--- config.mk ---
export PLATFORM = sky130hd
export DESIGN_NAME = color_tag_to_ansi_sgr_unit
export DESIGN_NICKNAME = d
export VERILOG_FILES = /design/src/rtl/core/ctsgr_pkg.sv /design/src/rtl/core/ctsgr_step.sv /design/src/rtl/core/color_tag_to_ansi_sgr_unit.sv
export VERILOG_INCLUDE_DIRS = /design/src /design/src/rtl/core
export SDC_FILE = /design/constraint.sdc
export NUM_CORES = 1
export LEC_CHECK = 0
export ABC_AREA = 1
export BUFFER_PORTS_ARGS = -buffer_cell sky130_fd_sc_hd__buf_2
export CAP_MARGIN = 20
export CORE_MARGIN = 4
export CORE_UTILIZATION = 30
export DETAILED_ROUTE_END_ITERATION = 12
export PLACE_DENSITY_LB_ADDON = 0.05
export SKIP_LAST_GASP = 1
export SLEW_MARGIN = 30
export SYNTH_ARGS = -nofsm -noshare
export SYNTH_HDL_FRONTEND = slang
export SYNTH_SLANG_ARGS = --single-unit
--- constraint.sdc ---
create_clock -name clk -period 10.8 [get_ports clk]
set_clock_uncertainty 0.05 [all_clocks]
set_input_delay 1.08 -clock clk [delete_from_list [all_inputs] [get_ports clk]]
set_output_delay 1.08 -clock clk [all_outputs]
set_load 0.005 [all_outputs]
--- src/rtl/core/color_tag_to_ansi_sgr_unit_assert.svh ---
// assertion macros for the markup converter
`ifndef COLOR_TAG_TO_ANSI_SGR_UNIT_ASSERT_SVH
`define COLOR_TAG_TO_ANSI_SGR_UNIT_ASSERT_SVH

// same-cycle implication, checked out of reset
`define CTSGR_ASSERT_NOW(lbl, ante, cons) \
	lbl: assert property (@(posedge clk) disable iff (!arst_n) (ante) |-> (cons)) \
		else $error("%m: check failed");

// next-cycle implication, checked out of reset
`define CTSGR_ASSERT_NEXT(lbl, ante, cons) \
	lbl: assert property (@(posedge clk) disable iff (!arst_n) (ante) |=> (cons)) \
		else $error("%m: check failed");

`endif

--- src/rtl/core/ctsgr_pkg.sv ---
package ctsgr_pkg;

	localparam int SEQ_MAX = 9;
	localparam int CNT_W = $clog2(SEQ_MAX + 1);

	typedef enum logic [1:0] {
		MODE_PLAIN = 2'd0,
		MODE_HASH  = 2'd1,
		MODE_FG    = 2'd2,
		MODE_BG    = 2'd3
	} parse_mode_t;

	typedef struct packed {
		logic [7:0] text_byte;
		logic       end_of_text;
	} item_t;

	typedef struct packed {
		logic [7:0] out_byte;
		logic       run_last;
	} result_t;

	typedef struct packed {
		parse_mode_t parse_mode;
		logic        underline_on;
		logic        bold_on;
		logic        color_valid;
		logic [3:0]  color_index;
	} attr_state_t;

	typedef logic [SEQ_MAX-1:0][7:0] seq_t;

	typedef struct packed {
		logic       hit;
		logic [3:0] idx;
	} tag_hit_t;

	localparam attr_state_t STATE_RESET = '{
		parse_mode:   MODE_PLAIN,
		underline_on: 1'b0,
		bold_on:      1'b0,
		color_valid:  1'b0,
		color_index:  4'd0
	};

	localparam logic [7:0] CH_ESC    = 8'd27;
	localparam logic [7:0] CH_HASH   = 8'h23;
	localparam logic [7:0] CH_MINUS  = 8'h2d;
	localparam logic [7:0] CH_EQUAL  = 8'h3d;
	localparam logic [7:0] CH_SEMI   = 8'h3b;
	localparam logic [7:0] CH_LBRACK = 8'h5b;
	localparam logic [7:0] CH_LOW_M  = 8'h6d;
	localparam logic [7:0] CH_LOW_N  = 8'h6e;
	localparam logic [7:0] CH_LOW_U  = 8'h75;
	localparam logic [7:0] CH_D0     = 8'h30;
	localparam logic [7:0] CH_D1     = 8'h31;
	localparam logic [7:0] CH_D3     = 8'h33;
	localparam logic [7:0] CH_D4     = 8'h34;
	localparam logic [7:0] CH_D5     = 8'h35;
	localparam logic [7:0] CH_D8     = 8'h38;
	localparam logic [7:0] CH_D9     = 8'h39;

	localparam logic [15:0][7:0] TAG_CHARS = {
		8'h57, 8'h77, 8'h43, 8'h63, 8'h50, 8'h70, 8'h42, 8'h62,
		8'h59, 8'h79, 8'h47, 8'h67, 8'h52, 8'h72, 8'h44, 8'h64
	};

	function automatic tag_hit_t tag_lookup(input logic [7:0] b);
		tag_hit_t r;
		r = '{hit: 1'b0, idx: 4'd0};
		for (int j = 0; j < 16; j++) begin
			if (TAG_CHARS[j] == b) begin
				r.hit = 1'b1;
				r.idx = 4'(j);
			end
		end
		return r;
	endfunction

	function automatic logic [7:0] color_digit(input logic [3:0] idx);
		return CH_D0 + {5'd0, idx[3:1]};
	endfunction

endpackage

--- src/rtl/core/ctsgr_step.sv ---
module ctsgr_step import ctsgr_pkg::*; (
	input  attr_state_t      st,
	input  item_t            item,
	output attr_state_t      nxt,
	output seq_t             seq,
	output logic [CNT_W-1:0] cnt
);

	logic [CNT_W-1:0] n;
	logic [7:0]       b;
	tag_hit_t         th;
	logic             cseq;

	assign b  = item.text_byte;
	assign th = tag_lookup(item.text_byte);

	always_comb begin
		nxt  = st;
		seq  = '0;
		n    = '0;
		cseq = 1'b0;
		if (item.end_of_text) begin
			if (st.parse_mode == MODE_HASH) begin
				seq[n] = CH_HASH; n = n + 1'b1;
			end else if (st.parse_mode == MODE_FG || st.parse_mode == MODE_BG) begin
				seq[n] = CH_LOW_M; n = n + 1'b1;
			end
			if (st.color_valid || st.underline_on || st.bold_on) begin
				seq[n] = CH_ESC; n = n + 1'b1;
				seq[n] = CH_LBRACK; n = n + 1'b1;
				seq[n] = CH_D0; n = n + 1'b1;
				seq[n] = CH_LOW_M; n = n + 1'b1;
			end
			seq[n] = CH_ESC; n = n + 1'b1;
			seq[n] = CH_LBRACK; n = n + 1'b1;
			seq[n] = CH_D0; n = n + 1'b1;
			seq[n] = CH_LOW_M; n = n + 1'b1;
			nxt = STATE_RESET;
		end else begin
			case (st.parse_mode)
				MODE_PLAIN: begin
					if (b == CH_HASH) begin
						nxt.parse_mode = MODE_HASH;
					end else begin
						seq[n] = b; n = n + 1'b1;
					end
				end
				MODE_HASH: begin
					nxt.parse_mode = MODE_PLAIN;
					if (b == CH_LOW_U) begin
						seq[n] = CH_ESC; n = n + 1'b1;
						seq[n] = CH_LBRACK; n = n + 1'b1;
						if (st.underline_on) begin
							nxt.underline_on = 1'b0;
							seq[n] = CH_D0; n = n + 1'b1;
							if (st.bold_on) begin
								seq[n] = CH_SEMI; n = n + 1'b1;
								seq[n] = CH_D1; n = n + 1'b1;
							end
							if (st.color_valid) begin
								seq[n] = CH_SEMI; n = n + 1'b1;
								seq[n] = CH_D3; n = n + 1'b1;
								seq[n] = color_digit(st.color_index); n = n + 1'b1;
							end
						end else begin
							nxt.underline_on = 1'b1;
							seq[n] = CH_D4; n = n + 1'b1;
						end
						seq[n] = CH_LOW_M; n = n + 1'b1;
					end else if (b == CH_MINUS || b == CH_EQUAL) begin
						seq[n] = CH_ESC; n = n + 1'b1;
						seq[n] = CH_LBRACK; n = n + 1'b1;
						seq[n] = (b == CH_MINUS) ? CH_D3 : CH_D4; n = n + 1'b1;
						seq[n] = CH_D8; n = n + 1'b1;
						seq[n] = CH_SEMI; n = n + 1'b1;
						seq[n] = CH_D5; n = n + 1'b1;
						seq[n] = CH_SEMI; n = n + 1'b1;
						nxt.parse_mode = (b == CH_MINUS) ? MODE_FG : MODE_BG;
					end else if (b == CH_HASH) begin
						seq[n] = CH_HASH; n = n + 1'b1;
					end else if (b == CH_LOW_N) begin
						nxt.underline_on = 1'b0;
						nxt.bold_on      = 1'b0;
						nxt.color_valid  = 1'b0;
						nxt.color_index  = 4'd0;
						seq[n] = CH_ESC; n = n + 1'b1;
						seq[n] = CH_LBRACK; n = n + 1'b1;
						seq[n] = CH_D0; n = n + 1'b1;
						seq[n] = CH_LOW_M; n = n + 1'b1;
					end else if (th.hit) begin
						if (!(st.color_valid && st.color_index == th.idx)) begin
							cseq = !st.color_valid || (st.color_index[3:1] != th.idx[3:1]);
							seq[n] = CH_ESC; n = n + 1'b1;
							seq[n] = CH_LBRACK; n = n + 1'b1;
							if (st.bold_on && !th.idx[0]) begin
								seq[n] = CH_D0; n = n + 1'b1;
								nxt.bold_on = 1'b0;
								if (st.underline_on) begin
									seq[n] = CH_SEMI; n = n + 1'b1;
									seq[n] = CH_D4; n = n + 1'b1;
								end
								seq[n] = CH_SEMI; n = n + 1'b1;
								cseq = 1'b1;
							end else if (!st.bold_on && th.idx[0]) begin
								seq[n] = CH_D1; n = n + 1'b1;
								nxt.bold_on = 1'b1;
								if (cseq) begin
									seq[n] = CH_SEMI; n = n + 1'b1;
								end
							end
							if (cseq) begin
								seq[n] = CH_D3; n = n + 1'b1;
								seq[n] = color_digit(th.idx); n = n + 1'b1;
							end
							seq[n] = CH_LOW_M; n = n + 1'b1;
							nxt.color_valid = 1'b1;
							nxt.color_index = th.idx;
						end
					end else begin
						// unknown tag: hash, then the byte as text
						seq[n] = CH_HASH; n = n + 1'b1;
						seq[n] = b; n = n + 1'b1;
					end
				end
				MODE_FG, MODE_BG: begin
					if (b >= CH_D0 && b <= CH_D9) begin
						seq[n] = b; n = n + 1'b1;
					end else begin
						nxt.parse_mode = MODE_PLAIN;
						seq[n] = CH_LOW_M; n = n + 1'b1;
						if (b != ((st.parse_mode == MODE_FG) ? CH_MINUS : CH_EQUAL)) begin
							if (b == CH_HASH) begin
								nxt.parse_mode = MODE_HASH;
							end else begin
								seq[n] = b; n = n + 1'b1;
							end
						end
					end
				end
				default: begin
					nxt.parse_mode = MODE_PLAIN;
				end
			endcase
		end
		cnt = n;
	end

endmodule

--- src/rtl/core/color_tag_to_ansi_sgr_unit.sv ---
// path: an accepted item passes the input register, then the output shift buffer
// throughput: one transaction per cycle if each yields at most one byte that is taken;
//   a transaction yielding k bytes holds the output shift buffer until all k are taken
// the input register refills while the last buffered byte is being taken
// reset: arst_n clears the parse and attribute state and empties both stages
`include "color_tag_to_ansi_sgr_unit_assert.svh"

module color_tag_to_ansi_sgr_unit import ctsgr_pkg::*; (
	input  logic    clk,
	input  logic    arst_n,
	input  logic    item_valid,
	output logic    item_ready,
	input  item_t   item,
	output logic    result_valid,
	input  logic    result_ready,
	output result_t result
);

	logic             s1_valid_q;
	item_t            s1_item_s1;
	attr_state_t      state_q;
	attr_state_t      state_nxt;
	seq_t             seq_new;
	logic [CNT_W-1:0] cnt_new;
	seq_t             buf_q;
	logic [CNT_W-1:0] buf_cnt_q;
	logic             take;
	logic             buf_free;
	logic             s1_go;

	ctsgr_step u_step (
		.st   (state_q),
		.item (s1_item_s1),
		.nxt  (state_nxt),
		.seq  (seq_new),
		.cnt  (cnt_new)
	);

	assign take         = result_valid && result_ready;
	assign buf_free     = (buf_cnt_q == '0) || (buf_cnt_q == CNT_W'(1) && take);
	assign s1_go        = s1_valid_q && buf_free;
	assign item_ready   = !s1_valid_q || buf_free;
	assign result_valid = (buf_cnt_q != '0);
	assign result       = '{out_byte: buf_q[0], run_last: (buf_cnt_q == CNT_W'(1))};

	// input register
	always_ff @(posedge clk or negedge arst_n) begin
		if (!arst_n) begin
			s1_valid_q <= 1'b0;
		end else if (item_valid && item_ready) begin
			s1_valid_q <= 1'b1;
		end else if (s1_go) begin
			s1_valid_q <= 1'b0;
		end
	end

	always_ff @(posedge clk) begin
		if (item_valid && item_ready) begin
			s1_item_s1 <= item;
		end
	end

	// parse and attribute state
	always_ff @(posedge clk or negedge arst_n) begin
		if (!arst_n) begin
			state_q <= STATE_RESET;
		end else if (s1_go) begin
			state_q <= state_nxt;
		end
	end

	// output shift buffer
	always_ff @(posedge clk or negedge arst_n) begin
		if (!arst_n) begin
			buf_cnt_q <= '0;
		end else if (s1_go) begin
			buf_cnt_q <= cnt_new;
		end else if (take) begin
			buf_cnt_q <= buf_cnt_q - 1'b1;
		end
	end

	always_ff @(posedge clk) begin
		if (s1_go) begin
			buf_q <= seq_new;
		end else if (take) begin
			buf_q <= {8'h00, buf_q[SEQ_MAX-1:1]};
		end
	end

	`CTSGR_ASSERT_NOW(a_cnt_range, 1'b1, buf_cnt_q <= CNT_W'(SEQ_MAX))
	`CTSGR_ASSERT_NEXT(a_run_continues, take && !result.run_last, result_valid)
	`CTSGR_ASSERT_NEXT(a_state_hold, !s1_go, $stable(state_q))
	`CTSGR_ASSERT_NEXT(a_s1_hold, s1_valid_q && !s1_go, s1_valid_q && $stable(s1_item_s1))

endmodule
==> impl_metrics.csv <==
group,metric,value,unit
die,die_x,146,microns
synth,syn_area_per_cell,7.74,sq um
die,row_count,50,
die,coreArea,18700,sq um
layout,final_nets,786,
timing,max_freq,247,MHz
grt,antenna_found_initial,0,
detailed_routing,vias_per_cell,5.32,
clocking,clk_latency,0.35,ns
power,pwr_density_cell,273,nW/um^2
worst_setup_path,critPathLaunchType,"flop",
hold_path,hold_path.class,"flop to flop",
die,die-area,21300,sq um
worst_setup_path,rr_worst_depth,20,
worst_setup_path,crit_type,"flop to flop",
die,start_util,30.5,%
clocking,cts_setup_buffers,0,
clocking,cts_resized,0,
power,power,0.00172,W
place,portBuffers,23,
place,dpl_cell_area,6040,sq um
detailed_routing,drt_first_pass_iters,6,
worst_setup_path,cp.arrival,4.21,ns
hold_path,hold_depth,2,
place,routabilityCongestion,0.918,
layout,multi_input_comb_area,2730,sq um
timing,max_slew_margin,40.9,%
timing,setup_violations,0,
synth,synth_area,5700,sq um
timing,post-route-period-util,37.5,%
detailed_routing,drc_errors,0,
synth,seq_area_frac_synth,43.0,%
detailed_routing,ant_nets,0,
detailed_routing,routed_wl,21000,microns
timing,finalHoldViolCount,0,
synth,ys_types,50,
timing,worst_pin_slew,0.887,ns
power,ir_worst_vdd,0.147,mV
worst_setup_path,crit_fanout,11,
die,io_pins,24,
synth,synthCells,737,
worst_setup_path,cp-end-kind,"flop",
grt,overflow,0,
timing,post-route-min-period,4.05,ns
layout,diodes,0,
synth,ys_seq_elements,84,
timing,tns,0,ns
clocking,clk_pin_slew,0.07,ns
synth,synth-edff-count,70,
layout,finalInstanceArea,6310,sq um
run_status,status,"completed",
clocking,cts_tree,"yes",
grt,grt_start_max_net_pins,66,
layout,layout-drive-gt1-share,10.3,%
place,dp_hpwl,16100,microns
grt,grt_pass1_wl,32100,microns
synth,synth_area_leaders,"edfxtp_1 37%, nand2_1 9.3%, nor2_1 6.4%",
synth,ys_warn_count,0,
synth,netlist.top_cell.by_area,"edfxtp_1",
clocking,htreeDepth,3,
synth,synth_top_cell_area_share,36.9,%
job,max-cap-violations,0,
synth,ys.flop_type,"edfxtp_1",
layout,fill_cells,2025,
layout,syn2layout_area_growth,10.7,%
synth,ys_async_sr_fraction,16.7,%
worst_setup_path,crit_required,10.96,ns
detailed_routing,vias,5262,
synth,synth_commonest_cells,"142 x nand2_1, 97 x nor2_1, 89 x inv_1, 70 x edfxtp_1, 61 x o21ai_0",
synth,synth_most_common_cell,"nand2_1",
power,p_leak,2.67,nW
timing,slew_viol_final,0,
clocking,numCtsBuffers,9,
detailed_routing,drtIter0Drc,644,
clocking,cts_max_path_buffers,2,
die,die_h,146,microns
timing,rsz0062_at_grt,"no",
layout,ff_latch_area,2450,sq um
clocking,cts_hold_buf,0,
clocking,clock-sinks,84,
clocking,clockRootBuffer,"clkbuf_16",
detailed_routing,wl_per_cell,21.3,microns
grt,track_usage,19.8,%
grt,grt_pass1_vias,5218,
cells in the final DEF, fill, tap and decap left out, types with 3 or more instances in the layout:
| cell | instances |
|---|---|
| edfxtp_1 | 70 |
| o211ai_1 | 10 |
| nand2_2 | 5 |
| nand2_1 | 142 |
| nor4_1 | 3 |
| buf_4 | 8 |
| o21ai_1 | 13 |
| a21oi_1 | 51 |
| inv_2 | 10 |
| nor2_2 | 5 |
| nor2_1 | 96 |
| ha_1 | 21 |
| clkinv_1 | 4 |
| a22oi_1 | 3 |
| a31oi_1 | 7 |
| xor2_1 | 4 |
| o22ai_1 | 7 |
| o311ai_1 | 4 |
| o221ai_1 | 3 |
| nor3_1 | 23 |
| nand4_1 | 4 |
| nand3b_1 | 3 |
| nand3_1 | 28 |
| clkbuf_16 | 9 |
| nand3_2 | 4 |
| o31ai_1 | 3 |
| inv_1 | 89 |
| o21ai_0 | 60 |
| buf_2 | 23 |
| dfrtp_1 | 14 |
power by group:
part | internal (W) | total [W] | switching (W) | leakage [nW]
clock network | 0.000155 | 0.000295 | 0.000140 | 0.125
logic | 0.000231 | 0.000785 | 0.000554 | 1.69
registers | 0.000572 | 0.000642 | 0.0000697 | 0.860
per-layer routing:
layer	wire [microns]	GRT usage, %	up-vias
met1	9930	28.4	2514
met2	9250	29.7	193
met4	490	6.03	0
li1	-	-	2524
met5	0	0	-
met3	1380	4.39	31
worst paths after layout:
path | from | endpoint | slack, ns
min in group asynchronous | arst_n | state_q[4]$_DFFE_PN0P_ | 0.59
max reg2reg | s1_item_s1[4]$_DFFE_PP_ | buf_cnt_q[2]$_DFFE_PN0P_ | 6.75
max in group asynchronous | arst_n | state_q[6]$_DFFE_PN0P_ | 9.82
max | s1_item_s1[4]$_DFFE_PP_ | buf_cnt_q[2]$_DFFE_PN0P_ | 6.75
min | buf_cnt_q[1]$_DFFE_PN0P_ | buf_cnt_q[1]$_DFFE_PN0P_ | 0.45
min reg2reg | buf_cnt_q[1]$_DFFE_PN0P_ | buf_cnt_q[1]$_DFFE_PN0P_ | 0.45
critical path, cell delays in order, from the launching register on:
cell and delay [ns]:
edfxtp_1 0.52, inv_2 0.17, nand2_2 0.10, nor2_1 0.11
nand2_1 0.09, nand2_1 0.09, nor2_1 0.05, nand2_1 0.39
nand2_1 0.23, ha_1 0.29, inv_1 0.11, nand3_2 0.16
inv_2 0.16, nand2_1 0.11, inv_1 0.10, ha_1 0.20
ha_1 0.24, o311ai_1 0.29, o211ai_1 0.19, o211ai_1 0.12
o21ai_0 0.10
logic make-up after synthesis:
kind of cell | Yosys count | synth area share (%)
adders and majority gates | 21 | 4.61
buffers and inverters | 131 | 9.48
AOI/OAI and AO/OA | 175 | 17.6
and+or+nand+nor | 320 | 24.4
other | 1 | 0.0658
DFF | 84 | 43.0
xor gates and xnor gates | 5 | 0.768
sequential cells by signal (all words and copies together) (netlist names):
name	flops
buf_cnt_q	4
s1_item_s1	9
buf_q	53
result	8
s1_valid_q	1
state_q	9
per-stage QoR:
step	hold WS (ns)	util, %	setup slack (ns)	std cells
2_1_floorplan	0.403	-	4.43	738
3_3_place_gp	0.429	32.3	6.88	975
3_5_place_dp	0.431	32.3	6.77	975
4_1_cts	0.448	33.7	6.76	990
5_1_grt	0.482	33.7	6.34	990
6_report	0.446	33.7	6.75	990
layout make-up:
cell class	count	share of cell area, %
Clock inverter	6	0.654
Tap cell	234	4.64
Sequential cell	84	38.9
Inverter	103	6.21
Timing Repair Buffer	31	2.78
Multi-Input combinational cell	523	43.3
Clock buffer	9	3.57
(Power assumes the default switching activity.)
